**src/tlpt_pkg.sv**
```systemverilog
package tlpt_pkg;

    localparam int DIR_ENTRIES   = 1024;
    localparam int TABLE_ENTRIES = 1024;
    localparam int NUM_TABLES    = 4;

    localparam int IDX_W   = $clog2(TABLE_ENTRIES);
    localparam int TBL_W   = $clog2(NUM_TABLES);
    localparam int POOL_N  = NUM_TABLES * TABLE_ENTRIES;
    localparam int POOL_AW = $clog2(POOL_N);

    localparam int DIR_SHIFT = 22;
    localparam int PG_SHIFT  = 12;
    localparam int OFS_W     = 12;

    localparam logic [31:0] FB_BASE   = 32'hFD000000;
    localparam logic [31:0] HEAP_BASE = 32'hE0000000;

    localparam logic [IDX_W-1:0] DIR_IDX_IDENT = '0;
    localparam logic [IDX_W-1:0] DIR_IDX_FB    = FB_BASE[31:DIR_SHIFT];
    localparam logic [IDX_W-1:0] DIR_IDX_HEAP  = HEAP_BASE[31:DIR_SHIFT];

    localparam logic [TBL_W-1:0] TBL_IDENT = TBL_W'(0);
    localparam logic [TBL_W-1:0] TBL_FB    = TBL_W'(1);
    localparam logic [TBL_W-1:0] TBL_HEAP  = TBL_W'(2);

    localparam logic [OFS_W-1:0] PTE_PRESENT  = 12'h001;
    localparam logic [OFS_W-1:0] PTE_BOOT_FLG = 12'h003;

    typedef enum logic [1:0] {
        REQ_MAP   = 2'd0,
        REQ_UNMAP = 2'd1,
        REQ_XLATE = 2'd2,
        REQ_RSVD  = 2'd3
    } t_req;

    typedef enum logic [1:0] {
        ST_DONE        = 2'd0,
        ST_DIR_ABSENT  = 2'd1,
        ST_PAGE_ABSENT = 2'd2
    } t_status;

    typedef struct packed {
        logic             present;
        logic [TBL_W-1:0] tbl;
    } t_dir_entry;

    typedef struct packed {
        logic init_wr;
        logic accept;
        logic load;
    } t_cmd;

    typedef struct packed {
        logic init_last;
    } t_sts;

    // directory is fixed by the boot map
    function automatic t_dir_entry dir_lookup(input logic [IDX_W-1:0] di);
        t_dir_entry e;
        e.present = 1'b0;
        e.tbl     = '0;
        case (di)
            DIR_IDX_IDENT: begin
                e.present = 1'b1;
                e.tbl     = TBL_IDENT;
            end
            DIR_IDX_FB: begin
                e.present = 1'b1;
                e.tbl     = TBL_FB;
            end
            DIR_IDX_HEAP: begin
                e.present = 1'b1;
                e.tbl     = TBL_HEAP;
            end
            default: begin
                e.present = 1'b0;
                e.tbl     = '0;
            end
        endcase
        return e;
    endfunction

    function automatic logic [31:0] boot_pte(input logic [POOL_AW-1:0] addr);
        logic [TBL_W-1:0] t;
        logic [IDX_W-1:0] i;
        logic [31:0]      pte;
        t   = addr[POOL_AW-1:IDX_W];
        i   = addr[IDX_W-1:0];
        pte = '0;
        case (t)
            TBL_IDENT: pte = {{(32-IDX_W-PG_SHIFT){1'b0}}, i, PTE_BOOT_FLG};
            TBL_FB:    pte = FB_BASE | {{(32-IDX_W-PG_SHIFT){1'b0}}, i, PTE_BOOT_FLG};
            default:   pte = '0;
        endcase
        return pte;
    endfunction

endpackage

```
**src/tlpt_ctrl.sv**
```systemverilog
module tlpt_ctrl (
    input  logic          i_clk,
    input  logic          i_rst_n,
    input  logic          i_valid,
    output logic          o_ready,
    output logic          o_valid,
    input  logic          i_ready,
    input  tlpt_pkg::t_sts i_sts,
    output tlpt_pkg::t_cmd o_cmd
);
    import tlpt_pkg::*;

    typedef enum logic [1:0] {
        S_INIT,
        S_IDLE,
        S_RESP
    } t_state;

    t_state r_state, n_state;
    logic   r_out_valid, n_out_valid;
    logic   w_out_free;

    assign w_out_free = !r_out_valid || i_ready;

    always_comb begin
        n_state      = r_state;
        n_out_valid  = r_out_valid && !i_ready;
        o_cmd        = '0;
        o_ready      = 1'b0;
        case (r_state)
            S_INIT: begin
                o_cmd.init_wr = 1'b1;
                if (i_sts.init_last) begin
                    n_state = S_IDLE;
                end
            end
            S_IDLE: begin
                o_ready      = 1'b1;
                o_cmd.accept = i_valid;
                if (i_valid) begin
                    n_state = S_RESP;
                end
            end
            S_RESP: begin
                if (w_out_free) begin
                    o_cmd.load  = 1'b1;
                    n_out_valid = 1'b1;
                    n_state     = S_IDLE;
                end
            end
            default: begin
                n_state = S_INIT;
            end
        endcase
    end

    always_ff @(posedge i_clk) begin
        if (!i_rst_n) begin
            r_state     <= S_INIT;
            r_out_valid <= 1'b0;
        end else begin
            r_state     <= n_state;
            r_out_valid <= n_out_valid;
        end
    end

    assign o_valid = r_out_valid;

endmodule

```
**config.mk**
```make
export PLATFORM = sky130hd
export DESIGN_NAME = tlpt_ctrl
export DESIGN_NICKNAME = d
export VERILOG_FILES = /design/src/tlpt_pkg.sv /design/src/tlpt_ctrl.sv
export SDC_FILE = /design/constraint.sdc
export NUM_CORES = 1
export LEC_CHECK = 0
export BUFFER_PORTS_ARGS = -buffer_cell sky130_fd_sc_hd__buf_2
export CAP_MARGIN = 20
export CORE_AREA = 3 3 40 42
export CTS_BUF_LIST = sky130_fd_sc_hd__clkbuf_4
export CTS_CLUSTER_SIZE = 25
export DETAILED_ROUTE_END_ITERATION = 10
export DIE_AREA = 0 0 43 45
export PLACE_DENSITY_LB_ADDON = 0.25
export SETUP_SLACK_MARGIN = 0.15
export SYNTH_ARGS = -nofsm -noshare
export SYNTH_HDL_FRONTEND = slang
export SYNTH_SLANG_ARGS = --single-unit
```
**constraint.sdc**
```tcl
create_clock -name i_clk -period 1.9 [get_ports i_clk]
set_input_delay 0.19 -clock i_clk [delete_from_list [all_inputs] [get_ports i_clk]]
set_output_delay 0.19 -clock i_clk [all_outputs]
set_load 0.01 [all_outputs]
```
==> results of run 1 <==
layout make-up:
class	instances	area [µm²]	share of cell area, %
tap	15	18.77	7.937
clock buffer	4	30.03	12.70
multi-input combinational	12	82.58	34.92
timing repair buffer	9	45.04	19.05
sequential	3	60.06	25.40
per-stage QoR:
step	power (mW)	hold WS (ns)	setup slack, ns
after CTS	0.2403	0.1894	0.6517
after detailed placement	0.1019	0.4292	0.9183
after global placement	0.1013	0.4284	0.9318
after floorplan	0.08861	0.3075	0.9669
after global routing	0.2543	0.1960	0.5965
final	0.2330	0.2020	0.6540
path summary, 6_finish.rpt:
check             startpoint         end  slack (ns)  cells after the start
setup reg to reg  r_state[0]  r_state[1]        0.97                      3
hold / removal       i_rst_n  r_state[1]        0.20                      2
hold reg to reg      o_valid     o_valid        0.53                      2
setup / recovery  r_state[0]    o_cmd[1]        0.65                      3
routing by layer:
metal / part of all wire [%] / GRT usage [%]
met5: 0 / 0
met3: 20 / 7.570
met1: 59 / 5.995
met2: 22 / 3.892
met4: 0 / 3.614
sequential cells by signal, summed over array words and instances (netlist names):
name and count:
o_valid 1, r_state 2
where the power goes:
group | switching [mW] | internal, mW
Clock | 0.0383 | 0.0933
Sequential | 0.00358 | 0.0668
Combinational | 0.0139 | 0.0170
cell families after synthesis:
group / synth area share (%)
AND/OR/NAND/NOR: 36.85
AO/OA/AOI/OAI: 21.05
flip-flops: 42.11
cell usage in the layout, fill, tap and decap left out:
| cell | n |
|---|---|
| clkbuf_4 | 4 |
| nor2_1 | 3 |
| dfxtp_1 | 3 |
| nand2b_1 | 1 |
| nor2b_2 | 2 |
| a21boi_0 | 1 |
| buf_2 | 9 |
| and2_4 | 1 |
| a211oi_1 | 1 |
| nand2b_2 | 1 |
| o21a_1 | 2 |
==> results.json, run 1 <==
{
  "status": "finished, final reports clean",
  "holdCritPathClass": "in -> reg",
  "synthTopCellsByCount": "dfxtp_1 (3), nor2_1 (3), nor2b_2 (2), o21a_1 (2)",
  "finalCriticalPeriod_ns": 1.246,
  "synthesis.area_um2": 142.6,
  "synth_edf_count": 0,
  "path_cells": "nor2b_2, and2_4, buf_2",
  "antenna_left": 0,
  "critPathMaxStageDelay_ns": 0.37,
  "hold_viol": 0,
  "synth_nets": 20,
  "clk_pin_slew_ns": 0.04,
  "placed_area_um2": 206.4,
  "setup_violations": 0,
  "area_growth_pct": 65.79,
  "worstPathArrival_ns": 1.06,
  "grt_util_all_layers_pct": 5.237,
  "core_mm2": 0.001285,
  "syn_area_per_cell_um2": 9.509,
  "cts_setup_buffers": 0,
  "io_pins": 10,
  "cpMaxStageDelayCell": "dfxtp_1",
  "wl_per_cell_um": 8.581,
  "yosysWarnings": 0,
  "routabilityCongestion": 0.6295,
  "ys_ff_latch": 3,
  "ctsHoldBuffers": 0,
  "tightestPinTransition_ns": 0.2233,
  "cts_max_path_buffers": 2,
  "cts-root-buf": "clkbuf_4",
  "synth_top_cell_by_area": "dfxtp_1",
  "critPathBufInv": 1,
  "cts_resized": 0,
  "crit_family": "flip-flops",
  "yosys-top-cells-area": "dfxtp_1 (42%), nor2b_2 (12%), o21a_1 (11%)",
  "grt_pass1_vias": 130,
  "finClkSkew_ns": 0.005913,
  "avgViaCountPerCell": 3.186,
  "synth_top_cell_area_share_pct": 42.11,
  "die_x_um": 43,
  "p_leak_nw": 0.1102,
  "fin_cells": 43,
  "cts_buffers": 3,
  "crit_fanout": 5,
  "critPathRequiredTime_ns": 1.71,
  "grt_pass1_wl_um": 614,
  "cts_num_sinks": 3,
  "final_core_util_pct": 18.40,
  "fillers": 145,
  "placed_cells": 39,
  "dr.pass1.iters": 3,
  "dp_hpwl_um": 265.2,
  "endpoint_kind": "output pin",
  "cts-htree-levels": 1,
  "grt_max_degree": 6,
  "slew_headroom_pct": 85.02,
  "grt_overflow": 0,
  "vias": 137,
  "totalWireLength_um": 369,
  "seq_area_frac_synth_pct": 42.11,
  "startpoint_type": "flop",
  "start_util_pct": 11.10,
  "port-buffer-count": 9,
  "fin_crit_sh_pct": 65.58,
  "synth_ff_type": "dfxtp_1",
  "cts_tree": "done",
  "num_rows": 13,
  "rsz0062_at_grt": "no",
  "vdd_ir_drop_max_v": 0.0001987,
  "drive_gt1_share_pct": 60.71,
  "powerDensity_mw_per_mm2": 985.2,
  "drv_cap": 0,
  "die_h_um": 45,
  "synthArstFlopShare_pct": 0,
  "setup_tns_ns": 0,
  "antenna_found_initial": 0,
  "worstSetupPathType": "reg -> out",
  "syn-instance-count": 15,
  "yosysUniqueCellTypes": 9,
  "slew_viol_final": 0,
  "clock_latency_ns": 0.24,
  "max_freq_mhz": 802.6,
  "num-nets-final": 34,
  "dieArea_mm2": 0.001935,
  "detail_route.drc_violations": 0,
  "antenna_cells": 0,
  "first_iter_violations": 2,
  "fin_area_um2": 236.5
}
Note: power is estimated with default switching activity, not from simulation.
==> inputs of run 2 (changes only) <==
==> constraint.sdc (replaced) <==
create_clock -name i_clk -period 1.2 [get_ports i_clk]
set_input_delay 0.12 -clock i_clk [delete_from_list [all_inputs] [get_ports i_clk]]
set_output_delay 0.12 -clock i_clk [all_outputs]
set_load 0.01 [all_outputs]
==> run 2 against run 1 <==
Net effect: critical path depth is the same; routed wire length grew 9.8%; power grew 64%; sequential share of layout area shrank 4.2 points; utilization grew 5.5 points; first-iteration DRC count shrank 50%; via count grew 26%; cell count grew 12%.
==> results.json, run 2 (synthesis gave the netlist of run 1 again) <==
{
  "status": "finished, final reports clean",
  "totalWireLength_um": 405,
  "endpoint_kind": "output pin",
  "cts_num_sinks": 3,
  "port-buffer-count": 9,
  "num-nets-final": 39,
  "slew_viol_final": 0,
  "grt_pass1_wl_um": 745,
  "critPathMaxStageDelay_ns": 0.33,
  "first_iter_violations": 1,
  "vias": 172,
  "final_core_util_pct": 23.86,
  "worstSetupPathType": "reg -> out",
  "drive_gt1_share_pct": 72.73,
  "use_met2_pct": 6.886,
  "grt_util_met1_pct": 6.250,
  "finalPower_mw": 0.3827,
  "top_usage_layer": "met2",
  "cpMaxStageDelayCell": "dfxtp_2",
  "detail_route.drc_violations": 0,
  "timing.hold.ws_ns": 0.1296,
  "holdCritPathClass": "in -> reg",
  "cts_buffers": 3,
  "hold_viol": 0,
  "start_util_pct": 11.10,
  "avgViaCountPerCell": 3.583,
  "setup_violations": 0,
  "top_register": "r_state",
  "cts-root-buf": "clkbuf_4",
  "grt_pass1_vias": 187,
  "cts_max_path_buffers": 2,
  "worstPathArrival_ns": 0.94,
  "fin_crit_sh_pct": 88.51,
  "area_growth_pct": 114.9,
  "path_cells": "nor2b_4, and2_4, buf_6",
  "die_h_um": 45,
  "dieArea_mm2": 0.001935,
  "drv_cap": 0,
  "io_pins": 10,
  "dp_hpwl_um": 272.8,
  "powerDensity_mw_per_mm2": 1248,
  "slew_headroom_pct": 87.24,
  "clk_pin_slew_ns": 0.04,
  "tightestPinTransition_ns": 0.1902,
  "antenna_cells": 0,
  "cts-htree-levels": 1,
  "critPathRequiredTime_ns": 1.08,
  "crit_fanout": 3,
  "fin_cells": 48,
  "clock_latency_ns": 0.23,
  "setup_tns_ns": 0,
  "antenna_left": 0,
  "cts_tree": "done",
  "startpoint_type": "flop",
  "grt_overflow": 0,
  "num_rows": 13,
  "routabilityCongestion": 0.6185,
  "vdd_ir_drop_max_v": 0.0004775,
  "wl_per_cell_um": 8.438,
  "finClkSkew_ns": 0.001189,
  "finalCriticalPeriod_ns": 1.062,
  "die_x_um": 43,
  "grt_util_all_layers_pct": 5.657,
  "grt_max_degree": 5,
  "met3_usage_pct": 5.179,
  "most-common-layout-cells": "buf_2 (7), buf_4 (5), clkbuf_4 (4)",
  "final_common_cell": "buf_2",
  "dr.pass1.iters": 2,
  "rsz0062_at_grt": "yes",
  "placed_cells": 39,
  "p_leak_nw": 0.1495,
  "core_mm2": 0.001285,
  "largest_reg_flops": 2,
  "antenna_found_initial": 0,
  "critPathBufInv": 1,
  "crit_family": "flip-flops",
  "max_freq_mhz": 941.5
}
## run 2: cell count changes in the layout (fill, tap and decap cells not counted), moves of 2 or more
| cell | delta |
|---|---|
| buf_2 | -2 |
| buf_4 | +5 |
| buf_6 | +2 |
| nor2b_4 | +2 |
| nor2b_2 | -2 |
| dfxtp_1 | -2 |
## run 2: path summary, 6_finish.rpt
kind	startpoint	end	slack [ns]	depth (start not counted)
min	i_rst_n	r_state[1]	0.13	2
min reg2reg	o_valid	o_valid	0.61	3
max reg2reg	r_state[0]	r_state[1]	0.23	4
max	r_state[0]	o_cmd[1]	0.14	3
## run 2: metal layers
layer  routed length [µm]  vias up
met4                    0        0
met2                  131       12
met3                   79        0
met5                    0        -
met1                  194       75
li1                     -       85
## run 2: final cells by class
| class | instances | area, µm² |
|---|---|---|
| clock buffer | 4 | 30.03 |
| fill | 149 | 978.4 |
| multi-input combinational | 12 | 97.59 |
| sequential | 3 | 65.06 |
| tap | 15 | 18.77 |
| timing repair buffer | 14 | 95.09 |
## run 2: what timing repair did
item	in CTS	in global routing
buffers inserted	4	1
cloned	0	0
gates resized for setup	8	0
pin swaps	1	0
hold buffers	0	0
endpoints found under the setup margin	2	3
## run 2: power breakdown
group / switching [mW] / internal, mW / leakage, nW
sequential: 0.00585 / 0.106 / 0.0256
combinational: 0.0261 / 0.0449 / 0.106
clock: 0.0531 / 0.147 / 0.0184
## run 2: per-stage QoR
| stage | area (µm²) | setup WS, ns |
|---|---|---|
| floorplan | 142.6 | 0.2669 |
| global placement | 206.4 | 0.2894 |
| detailed placement | 206.4 | 0.2843 |
| CTS | 299.0 | 0.1322 |
| global route | 306.5 | 0.08203 |
| finish | 306.5 | 0.1378 |
==> inputs of run 3 (changes only) <==
==> constraint.sdc (replaced) <==
create_clock -name i_clk -period 1.2 [get_ports i_clk]
set_input_delay 0.12 -clock i_clk [delete_from_list [all_inputs] [get_ports i_clk]]
set_output_delay 0.12 -clock i_clk [all_outputs]
set_load 0.005 [all_outputs]
==> run 3 against run 2 <==
Net effect: die area is the same; combinational power fell by 5.1%; sequential share of layout area decreased by 0.086 points; non-clock buffer count rose by 1; power grew 1.4%; cell count is 2.1% higher; setup slack gained 0.0014 ns; cell area up 0.41%; register-to-register slack barely moved; flip-flop and latch count unchanged; critical path type unchanged; clock-buffer cell count unchanged; routed wire length increased by 9.6%; highest routed layer unchanged.
==> results.json, run 3 (synthesis gave the netlist of run 1 again) <==
{
  "final.setup.worst_slack_ns": 0.1392,
  "grt_pass1_wl_um": 786,
  "most-common-layout-cells": "buf_2 (8), buf_4 (6), clkbuf_4 (4)",
  "port-buffer-count": 9,
  "combPwrFrac_pct": 17.4,
  "pwr-share-seq_pct": 28.6,
  "drv_cap": 0,
  "area_growth_pct": 115.8,
  "slew_viol_final": 0,
  "hold_viol": 0,
  "grt_util_all_layers_pct": 6.318,
  "rsz0062_at_grt": "yes",
  "grt_pass1_vias": 176,
  "max_freq_mhz": 942.7,
  "num_rows": 13,
  "worstSetupPathType": "reg -> out",
  "p_leak_nw": 0.1530,
  "grt_max_degree": 5,
  "setup_violations": 0,
  "clock_latency_ns": 0.24,
  "vias": 181,
  "finalCriticalPeriod_ns": 1.061,
  "r2r-start": "r_state[0]",
  "dp_slack_ns": 0.2753,
  "core_mm2": 0.001285,
  "startpoint_type": "flop",
  "dr.pass1.iters": 2,
  "hold_depth": 2,
  "worstHoldStart": "i_rst_n",
  "avgViaCountPerCell": 3.694,
  "antenna_cells": 0,
  "io_pins": 10,
  "largest_reg_flops": 2,
  "antenna_found_initial": 0,
  "num-nets-final": 40,
  "fin_cells": 49,
  "drive_gt1_share_pct": 73.53,
  "antenna_left": 0,
  "pwr-share-clk_pct": 54.0,
  "power_switching_share_pct": 23.23,
  "cts_num_sinks": 3,
  "grt_overflow": 0,
  "cts_max_path_buffers": 2,
  "top_register": "r_state",
  "reg2reg_depth": 5,
  "dp_hpwl_um": 265.2,
  "first_iter_violations": 1,
  "totalWireLength_um": 444,
  "routabilityCongestion": 0.6326,
  "cts_buffers": 3,
  "holdPathEnd": "r_state[1]",
  "die_h_um": 45,
  "cts_tree": "done",
  "tightestPinTransition_ns": 0.2192,
  "vdd_ir_drop_max_v": 0.0003821,
  "dieArea_mm2": 0.001935,
  "finClkSkew_ns": 0.006818,
  "die_x_um": 43,
  "setup_tns_ns": 0,
  "cts-root-buf": "clkbuf_4",
  "internal-power_mw": 0.2978,
  "placed_cells": 39,
  "final_common_cell": "buf_2",
  "detail_route.drc_violations": 0,
  "power.switching_mw": 0.09010,
  "slew_headroom_pct": 85.30,
  "endpoint_kind": "output pin",
  "start_util_pct": 11.10,
  "r2r-end": "r_state[1]",
  "worstPathArrival_ns": 0.94,
  "clk_pin_slew_ns": 0.04,
  "powerDensity_mw_per_mm2": 1260,
  "holdCritPathClass": "in -> reg",
  "crit_fanout": 4,
  "cts-htree-levels": 1,
  "r2r_slack_ns": 0.22,
  "fin_crit_sh_pct": 88.40,
  "wl_per_cell_um": 9.061,
  "critPathRequiredTime_ns": 1.08,
  "status": "finished, final reports clean"
}
[run 3: cell types whose count changed in the layout (fill, tap and decap cells not counted), sizes merged]
cell,change
buf,+1
[run 3: cell type report]
class                      instances  area [µm²]
multi-input combinational         12       97.59
tap                               15       18.77
timing repair buffer              15       96.34
fill                             139       977.2
sequential                         3       65.06
clock buffer                       4       30.03
[run 3: worst max-delay path by stage]
stage               start          to  depth (start not counted)
2_1_floorplan  r_state[0]  r_state[1]                          3
3_3_place_gp   r_state[0]  r_state[1]                          3
3_5_place_dp   r_state[0]  r_state[1]                          3
4_1_cts        r_state[1]    o_cmd[1]                          3
5_1_grt        r_state[1]    o_cmd[1]                          3
6_report       r_state[1]    o_cmd[1]                          3
[run 3: metal layers]
metal	vias up	part of all wire (%)	global-route usage [%]
li1	87	-	-
met1	82	46	6.475
met2	12	35	7.186
met3	0	19	7.570
met4	0	0	3.614
met5	-	0	0
[run 3: power groups by stage]
| stage | registers, mW | clock network (mW) | logic, mW |
|---|---|---|---|
| floorplan | 0.112 | 0 | 0.0235 |
| global placement | 0.113 | 0 | 0.0430 |
| detailed placement | 0.113 | 0 | 0.0437 |
| CTS | 0.111 | 0.220 | 0.0621 |
| global route | 0.112 | 0.237 | 0.0752 |
| finish | 0.111 | 0.210 | 0.0674 |
[run 3: metrics by stage]
step	util [%]	total power, mW	cell area, µm²	hold WS [ns]
floorplan	-	0.1357	142.6	0.2375
global placement	16.07	0.1556	206.4	0.3584
detailed placement	16.07	0.1567	206.4	0.3592
CTS	21.81	0.3927	280.3	0.1193
global route	23.95	0.4239	307.8	0.1321
finish	23.95	0.3879	307.8	0.1284
[run 3: what timing repair did]
item,CTS,global route
pin swaps,1,0
hold buffers,0,0
resized for setup,6,1
endpoints found under the setup margin,2,3
buffers inserted,3,3
[run 3: worst max-delay path: stages (launching register included)]
cell     delay [ns]
dfxtp_4        0.36
nor2b_4        0.11
and2_4         0.15
buf_6          0.08
